`src/rtl/rfo_pkg.sv`:
```
// ----------------------------------------------------------------------------
// rfo_pkg
// Shared constants, codes and pointer helpers for the ring FIFO block.
// ----------------------------------------------------------------------------
package rfo_pkg;

    // Field widths fixed by the item format
    localparam int PTR_W      = 6;
    localparam int FIELD_W    = 32;
    localparam int CNT_W      = 32;
    localparam int ACT_W      = 3;
    localparam int CFG_IDX_W  = 2;
    localparam int CFG_DATA_W = 6;
    localparam int MODE_W     = 2;

    typedef logic [PTR_W-1:0] ptr_t;
    typedef logic [PTR_W:0]   span_t;
    typedef logic [CNT_W-1:0] cnt_t;

    // Item actions
    localparam logic [ACT_W-1:0] ACT_PUSH        = 3'd0;
    localparam logic [ACT_W-1:0] ACT_POP         = 3'd1;
    localparam logic [ACT_W-1:0] ACT_PEEK        = 3'd2;
    localparam logic [ACT_W-1:0] ACT_CLEAR       = 3'd3;
    localparam logic [ACT_W-1:0] ACT_RESET_STATS = 3'd4;
    localparam logic [ACT_W-1:0] ACT_QUERY       = 3'd5;

    // Overflow modes; any other code rejects
    localparam logic [MODE_W-1:0] MODE_OVERWRITE = 2'd0;
    localparam logic [MODE_W-1:0] MODE_BLOCK     = 2'd1;
    localparam logic [MODE_W-1:0] MODE_ERROR     = 2'd2;

    // Configuration register indexes
    localparam logic [CFG_IDX_W-1:0] CFG_MODE   = 2'd0;
    localparam logic [CFG_IDX_W-1:0] CFG_USABLE = 2'd1;

    localparam ptr_t USABLE_RESET = 6'd63;

    // Advance a ring pointer, wrapping at the ring size
    function automatic ptr_t rfo_inc(input ptr_t p, input span_t n);
        span_t s;
        s = {1'b0, p} + span_t'(1);
        return (s == n) ? '0 : s[PTR_W-1:0];
    endfunction

    // Entries held between read and write pointers
    function automatic ptr_t rfo_held(input ptr_t w, input ptr_t r, input span_t n);
        span_t s;
        if (w >= r)
        begin
            s = {1'b0, w} - {1'b0, r};
        end
        else
        begin
            s = {1'b0, w} + n - {1'b0, r};
        end
        return s[PTR_W-1:0];
    endfunction

endpackage

```
`src/rtl/rfo_slot_ram.sv`:
```
// ----------------------------------------------------------------------------
// rfo_slot_ram
// Slot storage: one write port, one read port with registered read data.
// ----------------------------------------------------------------------------
module rfo_slot_ram #(
    parameter int DEPTH  = 64,
    parameter int ADDR_W = 6,
    parameter int WIDTH  = 32
) (
    input  logic              clk,
    input  logic              we,
    input  logic [ADDR_W-1:0] waddr,
    input  logic [WIDTH-1:0]  wdata,
    input  logic              re,
    input  logic [ADDR_W-1:0] raddr,
    output logic [WIDTH-1:0]  rdata
);

    logic [WIDTH-1:0] mem [DEPTH];
    logic [WIDTH-1:0] rdata_reg;

    always_ff @(posedge clk)
    begin
        if (we)
        begin
            mem[waddr] <= wdata;
        end
        if (re)
        begin
            rdata_reg <= mem[raddr];
        end
    end

    assign rdata = rdata_reg;

endmodule

```
`src/rtl/ring_fifo_with_overflow_policy.sv`:
```
// ----------------------------------------------------------------------------
// ring_fifo_with_overflow_policy
// Ring FIFO with one spare slot, selectable overflow policy and statistics.
// ----------------------------------------------------------------------------
// One item is handled at a time. Push, clear, statistics reset and query load
// their result at acceptance; pop and peek first pass through ST_READ, waiting
// for the registered read port of the slot memory. A result waiting on
// out_stall holds the block, so the next item is taken in the cycle the
// result leaves. The ring uses usable_entries + 1 slots (usable_entries
// clamped to 1 .. min(63, SLOT_COUNT - 1)); writing usable_entries empties the
// queue but keeps the statistics. Slot contents are not reset and there is no
// clearing pass: only entries inside the occupancy are ever read. Counters
// wrap at 32 bits; a push that meets a full queue in block mode counts two
// overflows. The configuration port is always ready and should be written only
// while no item is in flight.
// ----------------------------------------------------------------------------
module ring_fifo_with_overflow_policy #(
    parameter int SLOT_COUNT = 64,
    parameter int DATA_WIDTH = 32
) (
    input  logic                           clk,
    input  logic                           rst_n,

    // item input
    input  logic                           in_valid,
    output logic                           in_stall,
    input  logic [rfo_pkg::ACT_W-1:0]      action,
    input  logic [rfo_pkg::FIELD_W-1:0]    push_data,
    input  logic [rfo_pkg::PTR_W-1:0]      peek_offset,

    // result output
    output logic                           out_valid,
    input  logic                           out_stall,
    output logic                           ok,
    output logic [rfo_pkg::FIELD_W-1:0]    read_data,
    output logic [rfo_pkg::PTR_W-1:0]      occupancy,
    output logic                           is_empty,
    output logic                           is_full,
    output logic [rfo_pkg::CNT_W-1:0]      writes_done,
    output logic [rfo_pkg::CNT_W-1:0]      reads_done,
    output logic [rfo_pkg::CNT_W-1:0]      overflow_count,
    output logic [rfo_pkg::CNT_W-1:0]      underflow_count,
    output logic [rfo_pkg::PTR_W-1:0]      peak_occupancy,

    // configuration write
    input  logic                           cfg_valid,
    output logic                           cfg_ready,
    input  logic [rfo_pkg::CFG_IDX_W-1:0]  cfg_index,
    input  logic [rfo_pkg::CFG_DATA_W-1:0] cfg_data
);

    import rfo_pkg::*;

    localparam int ADDR_W   = $clog2(SLOT_COUNT);
    localparam int EXT_A_W  = ADDR_W + PTR_W;
    localparam int EXT_D_W  = DATA_WIDTH + FIELD_W;
    // Largest usable entry count: bounded by the field and by the memory
    localparam int MAX_USE  = (SLOT_COUNT - 1 < 63) ? SLOT_COUNT - 1 : 63;
    localparam ptr_t MAX_USE_P = MAX_USE[PTR_W-1:0];

    typedef enum logic {
        ST_IDLE,
        ST_READ
    } state_t;

    // ------------------------------------------------------------------
    // Registers
    // ------------------------------------------------------------------
    state_t             state_reg, state_next;
    logic [MODE_W-1:0]  mode_reg;
    ptr_t               usable_reg;
    ptr_t               wptr_reg, wptr_next;
    ptr_t               rptr_reg, rptr_next;
    cnt_t               push_cnt_reg, push_cnt_next;
    cnt_t               pop_cnt_reg, pop_cnt_next;
    cnt_t               ovf_cnt_reg, ovf_cnt_next;
    cnt_t               udf_cnt_reg, udf_cnt_next;
    ptr_t               peak_reg, peak_next;
    logic               pend_ok_reg, pend_ok_next;
    logic               pend_hit_reg, pend_hit_next;

    logic               out_valid_reg, out_valid_next;
    logic               ok_reg, ok_next;
    logic [FIELD_W-1:0] rdata_reg, rdata_next;
    ptr_t               occ_reg, occ_next;
    logic               empty_reg, empty_next;
    logic               full_reg, full_next;
    cnt_t               wr_out_reg, rd_out_reg, ovf_out_reg, udf_out_reg;
    ptr_t               peak_out_reg;

    // ------------------------------------------------------------------
    // Combinational signals
    // ------------------------------------------------------------------
    ptr_t               eff_use;
    span_t              ring_n;
    logic               in_accept;
    logic               out_free;
    logic               load_out;
    logic               cfg_we;

    logic               ram_we;
    logic               ram_re;
    ptr_t               ram_wptr;
    ptr_t               ram_rptr;
    logic [ADDR_W-1:0]  ram_waddr;
    logic [ADDR_W-1:0]  ram_raddr;
    logic [EXT_A_W-1:0] waddr_ext;
    logic [EXT_A_W-1:0] raddr_ext;
    logic [EXT_D_W-1:0] wdata_ext;
    logic [DATA_WIDTH-1:0] ram_wdata;
    logic [DATA_WIDTH-1:0] ram_rdata;
    logic [EXT_D_W-1:0] rdata_ext;

    // Clamp the usable count into the range the ring supports
    always_comb
    begin
        if (usable_reg == '0)
        begin
            eff_use = ptr_t'(1);
        end
        else if (usable_reg > MAX_USE_P)
        begin
            eff_use = MAX_USE_P;
        end
        else
        begin
            eff_use = usable_reg;
        end
    end

    assign ring_n    = {1'b0, eff_use} + span_t'(1);
    assign out_free  = !out_valid_reg || !out_stall;
    assign in_stall  = !((state_reg == ST_IDLE) && out_free);
    assign in_accept = in_valid && !in_stall;
    assign cfg_ready = 1'b1;
    assign cfg_we    = cfg_valid && cfg_ready;

    // ------------------------------------------------------------------
    // Item processing: pointers and statistics update at acceptance. A
    // pop or peek issues its memory read here and finishes in ST_READ.
    // A push writes the slot at acceptance, so any later read of that
    // slot already sees it; no forwarding is needed.
    // ------------------------------------------------------------------
    always_comb
    begin
        ptr_t  nxt_w;
        ptr_t  occ_push;
        span_t peek_sum;
        logic  store;

        state_next    = state_reg;
        wptr_next     = wptr_reg;
        rptr_next     = rptr_reg;
        push_cnt_next = push_cnt_reg;
        pop_cnt_next  = pop_cnt_reg;
        ovf_cnt_next  = ovf_cnt_reg;
        udf_cnt_next  = udf_cnt_reg;
        peak_next     = peak_reg;
        pend_ok_next  = pend_ok_reg;
        pend_hit_next = pend_hit_reg;
        ok_next       = 1'b1;
        ram_we        = 1'b0;
        ram_re        = 1'b0;
        ram_wptr      = wptr_reg;
        ram_rptr      = rptr_reg;
        load_out      = 1'b0;
        nxt_w         = rfo_inc(wptr_reg, ring_n);
        occ_push      = '0;
        store         = 1'b0;
        peek_sum      = {1'b0, rptr_reg} + {1'b0, peek_offset};

        case (state_reg)
            ST_IDLE:
            begin
                if (in_accept)
                begin
                    case (action)
                        ACT_PUSH:
                        begin
                            store = 1'b1;
                            if (nxt_w == rptr_reg)
                            begin
                                ovf_cnt_next = ovf_cnt_reg + cnt_t'(1);
                                if (mode_reg == MODE_OVERWRITE)
                                begin
                                    // drop the oldest entry
                                    rptr_next = rfo_inc(rptr_reg, ring_n);
                                end
                                else
                                begin
                                    if (mode_reg == MODE_BLOCK)
                                    begin
                                        ovf_cnt_next = ovf_cnt_reg + cnt_t'(2);
                                    end
                                    store   = 1'b0;
                                    ok_next = 1'b0;
                                end
                            end
                            if (store)
                            begin
                                ram_we        = 1'b1;
                                wptr_next     = nxt_w;
                                push_cnt_next = push_cnt_reg + cnt_t'(1);
                                occ_push      = rfo_held(nxt_w, rptr_next, ring_n);
                                if (occ_push > peak_reg)
                                begin
                                    peak_next = occ_push;
                                end
                            end
                            load_out = 1'b1;
                        end
                        ACT_POP:
                        begin
                            if (rptr_reg == wptr_reg)
                            begin
                                udf_cnt_next  = udf_cnt_reg + cnt_t'(1);
                                pend_ok_next  = 1'b0;
                                pend_hit_next = 1'b0;
                            end
                            else
                            begin
                                ram_re        = 1'b1;
                                rptr_next     = rfo_inc(rptr_reg, ring_n);
                                pop_cnt_next  = pop_cnt_reg + cnt_t'(1);
                                pend_ok_next  = 1'b1;
                                pend_hit_next = 1'b1;
                            end
                            state_next = ST_READ;
                        end
                        ACT_PEEK:
                        begin
                            if (peek_offset >= rfo_held(wptr_reg, rptr_reg, ring_n))
                            begin
                                pend_ok_next  = 1'b0;
                                pend_hit_next = 1'b0;
                            end
                            else
                            begin
                                // offset is below occupancy, so one wrap suffices
                                if (peek_sum >= ring_n)
                                begin
                                    peek_sum = peek_sum - ring_n;
                                end
                                ram_re        = 1'b1;
                                ram_rptr      = peek_sum[PTR_W-1:0];
                                pend_ok_next  = 1'b1;
                                pend_hit_next = 1'b1;
                            end
                            state_next = ST_READ;
                        end
                        ACT_CLEAR:
                        begin
                            wptr_next = '0;
                            rptr_next = '0;
                            load_out  = 1'b1;
                        end
                        ACT_RESET_STATS:
                        begin
                            push_cnt_next = '0;
                            pop_cnt_next  = '0;
                            ovf_cnt_next  = '0;
                            udf_cnt_next  = '0;
                            peak_next     = '0;
                            load_out      = 1'b1;
                        end
                        default:
                        begin
                            // query and unused codes only report
                            load_out = 1'b1;
                        end
                    endcase
                end
            end
            ST_READ:
            begin
                // hold the read data until the output register is free
                ok_next = pend_ok_reg;
                if (out_free)
                begin
                    load_out   = 1'b1;
                    state_next = ST_IDLE;
                end
            end
            default:
            begin
                state_next = ST_IDLE;
            end
        endcase

        // a write of usable_entries empties the queue
        if (cfg_we && (cfg_index == CFG_USABLE))
        begin
            wptr_next = '0;
            rptr_next = '0;
        end
    end

    // ------------------------------------------------------------------
    // Result fields, taken from the state after the action
    // ------------------------------------------------------------------
    assign rdata_ext = {{FIELD_W{1'b0}}, ram_rdata};

    always_comb
    begin
        occ_next   = rfo_held(wptr_next, rptr_next, ring_n);
        empty_next = (occ_next == '0);
        full_next  = (occ_next == eff_use);
        if ((state_reg == ST_READ) && pend_hit_reg)
        begin
            rdata_next = rdata_ext[FIELD_W-1:0];
        end
        else
        begin
            rdata_next = '0;
        end
        out_valid_next = load_out || (out_valid_reg && out_stall);
    end

    // ------------------------------------------------------------------
    // Slot memory
    // ------------------------------------------------------------------
    assign waddr_ext = {{ADDR_W{1'b0}}, ram_wptr};
    assign raddr_ext = {{ADDR_W{1'b0}}, ram_rptr};
    assign ram_waddr = waddr_ext[ADDR_W-1:0];
    assign ram_raddr = raddr_ext[ADDR_W-1:0];
    assign wdata_ext = {{DATA_WIDTH{1'b0}}, push_data};
    assign ram_wdata = wdata_ext[DATA_WIDTH-1:0];

    rfo_slot_ram #(
        .DEPTH  (SLOT_COUNT),
        .ADDR_W (ADDR_W),
        .WIDTH  (DATA_WIDTH)
    ) u_slot_ram (
        .clk   (clk),
        .we    (ram_we),
        .waddr (ram_waddr),
        .wdata (ram_wdata),
        .re    (ram_re),
        .raddr (ram_raddr),
        .rdata (ram_rdata)
    );

    // ------------------------------------------------------------------
    // State, queue pointers, statistics and registered outputs
    // ------------------------------------------------------------------
    always_ff @(posedge clk or negedge rst_n)
    begin
        if (!rst_n)
        begin
            state_reg     <= ST_IDLE;
            mode_reg      <= MODE_OVERWRITE;
            usable_reg    <= USABLE_RESET;
            wptr_reg      <= '0;
            rptr_reg      <= '0;
            push_cnt_reg  <= '0;
            pop_cnt_reg   <= '0;
            ovf_cnt_reg   <= '0;
            udf_cnt_reg   <= '0;
            peak_reg      <= '0;
            pend_ok_reg   <= 1'b0;
            pend_hit_reg  <= 1'b0;
            out_valid_reg <= 1'b0;
        end
        else
        begin
            state_reg     <= state_next;
            wptr_reg      <= wptr_next;
            rptr_reg      <= rptr_next;
            push_cnt_reg  <= push_cnt_next;
            pop_cnt_reg   <= pop_cnt_next;
            ovf_cnt_reg   <= ovf_cnt_next;
            udf_cnt_reg   <= udf_cnt_next;
            peak_reg      <= peak_next;
            pend_ok_reg   <= pend_ok_next;
            pend_hit_reg  <= pend_hit_next;
            out_valid_reg <= out_valid_next;
            if (cfg_we && (cfg_index == CFG_MODE))
            begin
                mode_reg <= cfg_data[MODE_W-1:0];
            end
            if (cfg_we && (cfg_index == CFG_USABLE))
            begin
                usable_reg <= cfg_data[PTR_W-1:0];
            end
        end
    end

    // Result payload: load with the item, hold while stalled
    always_ff @(posedge clk)
    begin
        if (load_out)
        begin
            ok_reg       <= ok_next;
            rdata_reg    <= rdata_next;
            occ_reg      <= occ_next;
            empty_reg    <= empty_next;
            full_reg     <= full_next;
            wr_out_reg   <= push_cnt_next;
            rd_out_reg   <= pop_cnt_next;
            ovf_out_reg  <= ovf_cnt_next;
            udf_out_reg  <= udf_cnt_next;
            peak_out_reg <= peak_next;
        end
    end

    assign out_valid       = out_valid_reg;
    assign ok              = ok_reg;
    assign read_data       = rdata_reg;
    assign occupancy       = occ_reg;
    assign is_empty        = empty_reg;
    assign is_full         = full_reg;
    assign writes_done     = wr_out_reg;
    assign reads_done      = rd_out_reg;
    assign overflow_count  = ovf_out_reg;
    assign underflow_count = udf_out_reg;
    assign peak_occupancy  = peak_out_reg;

endmodule

```
`config.mk`:
```
export PLATFORM = sky130hd
export DESIGN_NAME = ring_fifo_with_overflow_policy
export DESIGN_NICKNAME = d
export VERILOG_FILES = /design/src/rtl/rfo_pkg.sv /design/src/rtl/rfo_slot_ram.sv /design/src/rtl/ring_fifo_with_overflow_policy.sv
export SDC_FILE = /design/constraint.sdc
export NUM_CORES = 2
export LEC_CHECK = 0
export BUFFER_PORTS_ARGS = -buffer_cell sky130_fd_sc_hd__buf_2
export CORE_MARGIN = 8
export CORE_UTILIZATION = 62
export DETAILED_ROUTE_END_ITERATION = 10
export PLACE_DENSITY = 0.78
export SKIP_CTS_REPAIR_TIMING = 1
export SYNTH_ARGS = -nofsm -noshare
export SYNTH_HDL_FRONTEND = slang
export SYNTH_SLANG_ARGS = --single-unit
```
`constraint.sdc`:
```
create_clock -name clk -period 12.3 [get_ports clk]
set_clock_uncertainty 0.05 [all_clocks]
set_input_delay 1.845 -clock clk [delete_from_list [all_inputs] [get_ports clk]]
set_output_delay 1.845 -clock clk [all_outputs]
set_load 0.1 [all_outputs]
```
### After elaboration in Yosys (flattened, before gate mapping)

Memory sizes are Yosys's and may differ from the RTL's. A register that Yosys moved wholly into a read port is not among the register bits.
Cells that the tools add are included.

| word-level totals | value |
|---|---|
| register bits | 332 |
| bits in writable memories | 2,048 |
| memories | 1 |
| output and inout port bits | 178 |
| input port bits | 54 |

| operators by class | value |
|---|---|
| order comparisons | 7 |
| $add $sub $neg | 19 |
| eq/ne operators | 11 |
| muxes and demuxes | 85 |
| reduce and logical (&&, ||, !) cells | 19 |
| bitwise logic cells | 1 |

Memory list:

| memory | depth | width | rd ports | clocked after memory_dff | write ports | line | text |
|---|---|---|---|---|---|---|---|
| u_slot_ram.mem | 64 | 32 | 1 | 1 | 1 | rfo_slot_ram.sv:19 | `logic [WIDTH-1:0] mem [DEPTH];` |

Operator list:

| operator | number |
|---|---|
| two-way mux 32 bit | 14 |
| one-hot mux 32 bit (2 select lines) | 4 |
| two-way mux 6 bit | 36 |
| adder 32 x 1 -> 32 bit (second input constant) | 4 |
| subtractor 6 bit | 7 |
| adder 32 x 2 -> 32 bit (second input constant) | 1 |
| greater-or-equal comparator 6 bit | 4 |
| one-hot mux 6 bit (2 select lines) | 2 |
| two-way mux 1 bit | 23 |
| adder 6 x 1 -> 7 bit (second input constant) | 3 |
| adder 6 bit | 3 |
| == test 6 bit | 3 |
| one-hot mux 6 bit (3 select lines) | 1 |
| == test 7 bit | 2 |
| logical NOT 6 bit | 2 |
| one-hot mux 1 bit (2 select lines) | 5 |
| adder 6 x 6 -> 7 bit | 1 |
| greater-or-equal comparator 7 bit | 1 |
| == test 3 x 2 -> 1 bit (second input constant) | 2 |
| greater-than comparator 6 bit | 1 |
| greater-than comparator 6 bit (second input constant) | 1 |
| logical AND 1 bit | 6 |
| == test 2 x 1 -> 1 bit (second input constant) | 2 |
| logical NOT 2 bit | 2 |
| other kinds (9) | 12 |

### Logic depth before layout (Yosys ltp)

| logic depth | value |
|---|---|
| depth in word-level cells | 23 |
| mapped depth | 36 |
| mapped depth without buffers | 35 |

### Modules after synthesis

A second synthesis with hierarchy kept.

| second synthesis, totals | value |
|---|---|
| cell total of the unflattened synthesis | 4,911 |
| area, all modules | 95,985.8 sq um |

By module, submodules not included:

| module | instances | area each (sq um) | cells each |
|---|---|---|---|
| rfo_slot_ram | 1 | 78,838.1 | 3,324 |
| ring_fifo_with_overflow_policy | 1 | 17,147.7 | 1,587 |

### Least setup slack after synthesis

OpenSTA, ideal clock, no wires.

| timing | value |
|---|---|
| path kind | input to register |
| start | input action[1] (netlist bit) |
| end | register empty_reg (netlist: is_empty) (enable) |
| setup slack | 0.263 ns |
| stages on the path | 7 |
| required time | 11.481 ns |
| arrival | 11.217 ns |
| path through | nand2b_1 -> or2_2 -> clkbuf_1 -> clkbuf_1 -> and2_1 -> a21oi_1 -> a21oi_1 |

| on the way | value |
|---|---|
| cells in the longest elaborated chain, start to end | 5 |
| elaborated cells on any way between the ends | 6 |
| those cells by class | 2 x eq/ne; 3 x mux; 1 x reduce/logical |

RTL lines:

| element | line | text |
|---|---|---|
| start, declared | ring_fifo_with_overflow_policy.sv:27 | `input logic [rfo_pkg::ACT_W-1:0] action,` |
| == test 3 x 2 -> 1 bit or == test 3 x 1 -> 1 bit (tied branches) | ring_fifo_with_overflow_policy.sv:177 | `case (action)` |
| OR reduction 2 bit (no source line) (*) | n/a |  |
| two-way mux 1 bit (*) | ring_fifo_with_overflow_policy.sv:177 |  |
| two-way mux 1 bit (*) | ring_fifo_with_overflow_policy.sv:175 | `if (in_accept)` |
| one-hot mux 1 bit (2 select lines) (*) | ring_fifo_with_overflow_policy.sv:172 | `case (state_reg)` |
| via load_out | ring_fifo_with_overflow_policy.sv:98 | `logic load_out;` |
| end signal, assigned | ring_fifo_with_overflow_policy.sv:396 | `empty_reg <= empty_next;` |
| end, declared | ring_fifo_with_overflow_policy.sv:86 | `logic empty_reg, empty_next;` |

The timed path passes the listed nets; every way through them passes the cells marked *.
A chain may end at the register's enable or synchronous reset.

### Worst setup path in the final report

| timing | value |
|---|---|
| start | register usable_reg[2] |
| end | register u_slot_ram.rdata_reg[4] (netlist: u_slot_ram.rdata[4]), read port of u_slot_ram.mem (data pin) |

| on the way | value |
|---|---|
| cells in the longest elaborated chain, start to end | 15 |
| elaborated cells on any way between the ends | 23 |
| those cells by class | 4 x add/sub; 3 x order compare; 15 x mux; 1 x reduce/logical |

RTL lines:

| element | line | text |
|---|---|---|
| start, declared | ring_fifo_with_overflow_policy.sv:71 | `ptr_t usable_reg;` |
| start signal, assigned | ring_fifo_with_overflow_policy.sv:383 | `usable_reg <= cfg_data[PTR_W-1:0];` |
| greater-than comparator 6 bit | ring_fifo_with_overflow_policy.sv:121 | `else if (usable_reg > MAX_USE_P)` |
| two-way mux 6 bit | ring_fifo_with_overflow_policy.sv:121 |  |
| two-way mux 6 bit (*) | ring_fifo_with_overflow_policy.sv:117 | `if (usable_reg == '0)` |
| adder 6 x 1 -> 7 bit (*) | ring_fifo_with_overflow_policy.sv:131 | `assign ring_n = {1'b0, eff_use} + span_t'(1);` |
| adder 6 bit | rfo_pkg.sv:55 | `s = {1'b0, w} + n - {1'b0, r};` |
| subtractor 6 bit | rfo_pkg.sv:55 |  |
| two-way mux 6 bit | rfo_pkg.sv:49 | `if (w >= r)` |
| two-way mux 6 bit | ring_fifo_with_overflow_policy.sv:177 |  |
| two-way mux 6 bit | ring_fifo_with_overflow_policy.sv:175 |  |
| two-way mux 6 bit | ring_fifo_with_overflow_policy.sv:172 |  |
| greater-or-equal comparator 6 bit | ring_fifo_with_overflow_policy.sv:232 | `if (peek_offset >= rfo_held(wptr_reg, rptr_reg, ring_n))` |
| two-way mux 1 bit or two-way mux 6 bit (tied branches) | ring_fifo_with_overflow_policy.sv:232 |  |
| one-hot mux 1 bit (2 select lines) or two-way mux 6 bit (tied branches) | ring_fifo_with_overflow_policy.sv:177 |  |
| two-way mux 1 bit or two-way mux 6 bit (tied branches) | ring_fifo_with_overflow_policy.sv:175 |  |
| two-way mux 1 bit or two-way mux 6 bit (tied branches) | ring_fifo_with_overflow_policy.sv:172 |  |
| end, declared | rfo_slot_ram.sv:20 | `logic [WIDTH-1:0] rdata_reg;` |

Mark *: on every way between the ends. The rest lies on a longest branch, timed or not. The select of a mux whose other input is x is not followed.

==> results.py <==
metrics = {
    "status": {
        "violations_in_the_final_reports": "capacitance limit",
        "status": "complete, but fails checks",
    },
    "place": {
        "dpl.cell_count": 9421,
        "hpwlAfterDp_um": 156000,
        "finalWeightedCongestion": 0.907,
        "post_place_setup_slack_ns": 3.21,
        "count_of_port_buffers_added_during_placement": 230,
    },
    "finish": {
        "multi_input_area_um2": 26000,
        "layout.core_utilization": 0.696,
        "instances_no_fill": 9883,
        "drive_above_1_share": 0.114,
        "area_delta_synth_final_pct": 11.3,
        "register_bank_with_the_most_flops": "u_slot_ram.mem",
        "layout.area.seq_um2": 71700,
        "num-fill-cells": 10200,
        "largest_register_ff_count": 2048,
        "finalNetCount": 7716,
    },
    "setup_path": {
        "crit-reg2reg-launch": "usable_reg[2]",
        "setup.worst_path.end_class": "flop",
        "cp.buffers_inverters": 3,
        "critical-path-max-stage-delay_ns": 1.14,
        "critical-path-slowest-cell": "nor4_1",
        "rr_worst_depth": 26,
        "critical-path-top-delay-family": "compound AO/OA/AOI/OAI gates",
        "timing.setup.critical_path_class": "reg -> reg",
        "path_common_cell": "a21oi_1",
        "category_of_the_worst_setup_path_launch_point": "flop",
        "worstReg2RegEnd": "u_slot_ram.rdata[4]",
        "endpoint_required_time_on_the_critical_path_ns": 12.99,
        "crit_path_max_fanout": 135,
        "worstPathArrival_ns": 9.91,
        "setup.reg_to_reg.worst_slack_ns": 3.08,
    },
    "die": {
        "io_pins": 232,
        "placeableCoreArea_um2": 159000,
        "starting_utilization_of_the_core_area": 0.625,
        "chipWidth_um": 416,
        "die_height_um": 416,
        "num_rows": 146,
        "floorplan.die_area_um2": 173000,
    },
    "timing": {
        "final_setup_slack_of_the_worst_path_ns": 3.08,
        "report.final.setup_viol": 0,
        "rsz_0062_raised_after_global_routing": "no",
        "whs_ns": 0.453,
        "max_slew_margin": 0.00468,
        "final_min_period_over_clock_period": 0.750,
        "setup_tns_ns": 0,
        "max_freq_mhz": 108,
        "worst_slew_pin_slew_ns": 1.48,
        "final.min_clock_period_ns": 9.22,
        "hold_viol_final": 0,
        "final_max_slew_viol_count": 0,
    },
    "clock_tree": {
        "cts_buffers": 224,
        "clk_root_buffer_cell": "clkbuf_16",
        "worst_setup_hold_path_clk_slew_ns": 0.07,
        "cts_buffer_depth": 3,
        "cts_tree": "done",
        "cts_sinks": 2412,
        "clk-insertion-delay-late_ns": 0.86,
        "clock_tree.htree_level_count": 4,
    },
    "pwr": {
        "power.density_nw_per_um2": 180,
        "vdd.ir_drop.worst_mv": 0.175,
        "leakage_nw": 39.1,
    },
    "global_route": {
        "grtUsageTotal": 0.315,
        "global_route.overflow_total": 0,
        "number_of_antenna_violations_at_the_first_check_in_global_routing": 20,
        "vias_in_the_first_global_route": 63000,
        "grt_pass1_wl_um": 407000,
        "grt_start_max_net_pins": 162,
    },
    "synth": {
        "ys_top_cells_by_area": "edfxtp_1 (68%), nand2_1 (6.1%), nand3_1 (5.1%)",
        "synth_largest_type_area_fraction": 0.683,
        "syn-instance-count": 7365,
        "netlist_area_um2": 99100,
        "yosys.area.top_type": "edfxtp_1",
        "mappedNetlistNets": 7505,
        "synth_commonest_cells": "edfxtp_1 (2,255), nand2_1 (1,599), nand3_1 (1,002), mux2i_1 (409), a21oi_1 (225)",
        "synth-async-reset-ratio": 0.0651,
        "synthMostInstantiatedCell": "edfxtp_1",
        "synth.avg_cell_area_um2": 13.5,
        "number_of_enable_type_register_cells_in_the_synthesized_netlist": 2255,
        "synth.yosys.warnings": 0,
        "count_of_distinct_cell_types_in_the_synthesized_netlist": 103,
        "synth_sequential_area_ratio": 0.723,
        "synth_seq_cells": 2412,
        "dominantRegCellSynth": "edfxtp_1",
    },
    "min_path": {
        "hold_path_startpoint": "pop_cnt_reg[31]",
        "hold_class": "reg -> reg",
        "hold_depth": 1,
        "worstHoldEndpoint": "pop_cnt_reg[31]",
    },
    "drt": {
        "drt_drc_violations_left": 0,
        "final_antenna_net_count": 0,
        "routed_wire_length_per_instance_um": 28.6,
        "first_pass_iters": 9,
        "via_per_inst": 6.61,
        "num_vias": 65400,
        "routed_wirelength_um": 282000,
        "drt_iter0_drc": 10600,
    },
    "job": {
        "maxCapViolations": 1,
    },
}
## worst max-delay path by stage
stage                  start                    to  slack, ns  cells past startpoint
5_1_grt        usable_reg[2]   u_slot_ram.rdata[4]       2.78                     26
3_5_place_dp   usable_reg[2]   u_slot_ram.rdata[4]       3.21                     26
6_report       usable_reg[2]   u_slot_ram.rdata[4]       3.08                     26
2_1_floorplan      action[1]              is_empty       0.26                      7
3_3_place_gp   usable_reg[4]  u_slot_ram.rdata[20]       2.68                     25
4_1_cts        usable_reg[2]  u_slot_ram.rdata[10]       3.20                     26
## metal layers
layer  share of wire  up-vias  track usage
met4           0.077        0        0.202
met3            0.13      998       0.0653
li1                -    27700            -
met5               0        -            0
met1            0.34    31800        0.407
met2            0.46     4849        0.491
## report_power, final
| group | total, mW | internal (mW) | switching (mW) | leakage [nW] |
|---|---|---|---|---|
| sequential | 9.22 | 9.12 | 0.0947 | 22.6 |
| clock | 6.83 | 3.80 | 3.03 | 3.51 |
| combinational | 3.79 | 1.11 | 2.68 | 13.0 |
## stage by stage
stage               total power, mW  cell area (um^2)
floorplan                      12.1             99100
global placement               13.0            103000
CTS                            19.8            110000
global route                   20.4            110000
finish                         19.8            110000
detailed placement             13.1            103000
## cells by family after synthesis
group / Yosys count / synth area share
fa+ha+maj: 86 / 0.0122
xor+xnor: 107 / 0.0102
mux: 433 / 0.0446
simple gates: 3151 / 0.142
flops: 2412 / 0.723
buf+inv: 462 / 0.0213
other cells: 1 / 0.0000378
compound gates: 713 / 0.0467
## final cells by class
cell class | count | area share
Antenna cell | 41 | 0.000930
Inverter | 60 | 0.00204
Multi-Input combinational cell | 4491 | 0.236
Timing Repair Buffer | 387 | 0.0224
Clock buffer | 275 | 0.0537
Tap cell | 2072 | 0.0235
Sequential cell | 2412 | 0.650
Clock inverter | 145 | 0.0119
## placed cells by master, fill, tap and decap left out, drive strengths merged, types with 33 or more instances in the layout
cell    Yosys  routed
a22oi      58      58
nor2      220     220
buf       216     387
o22ai      39      39
nand3    1009    1009
diode       0      41
clkbuf    186     275
clkinv      0     103
a41oi      39      39
xor2       55      55
nor4       50      50
ha         68      68
and3       76      76
edfxtp   2255    2255
mux2i     413     413
dfrtp     151     151
xnor2      50      50
inv        60      71
nor3       59      59
a21oi     231     231
o21ai     145     145
nand2    1600    1600
nand4      33      33
Power figures use the tool's default switching activity.
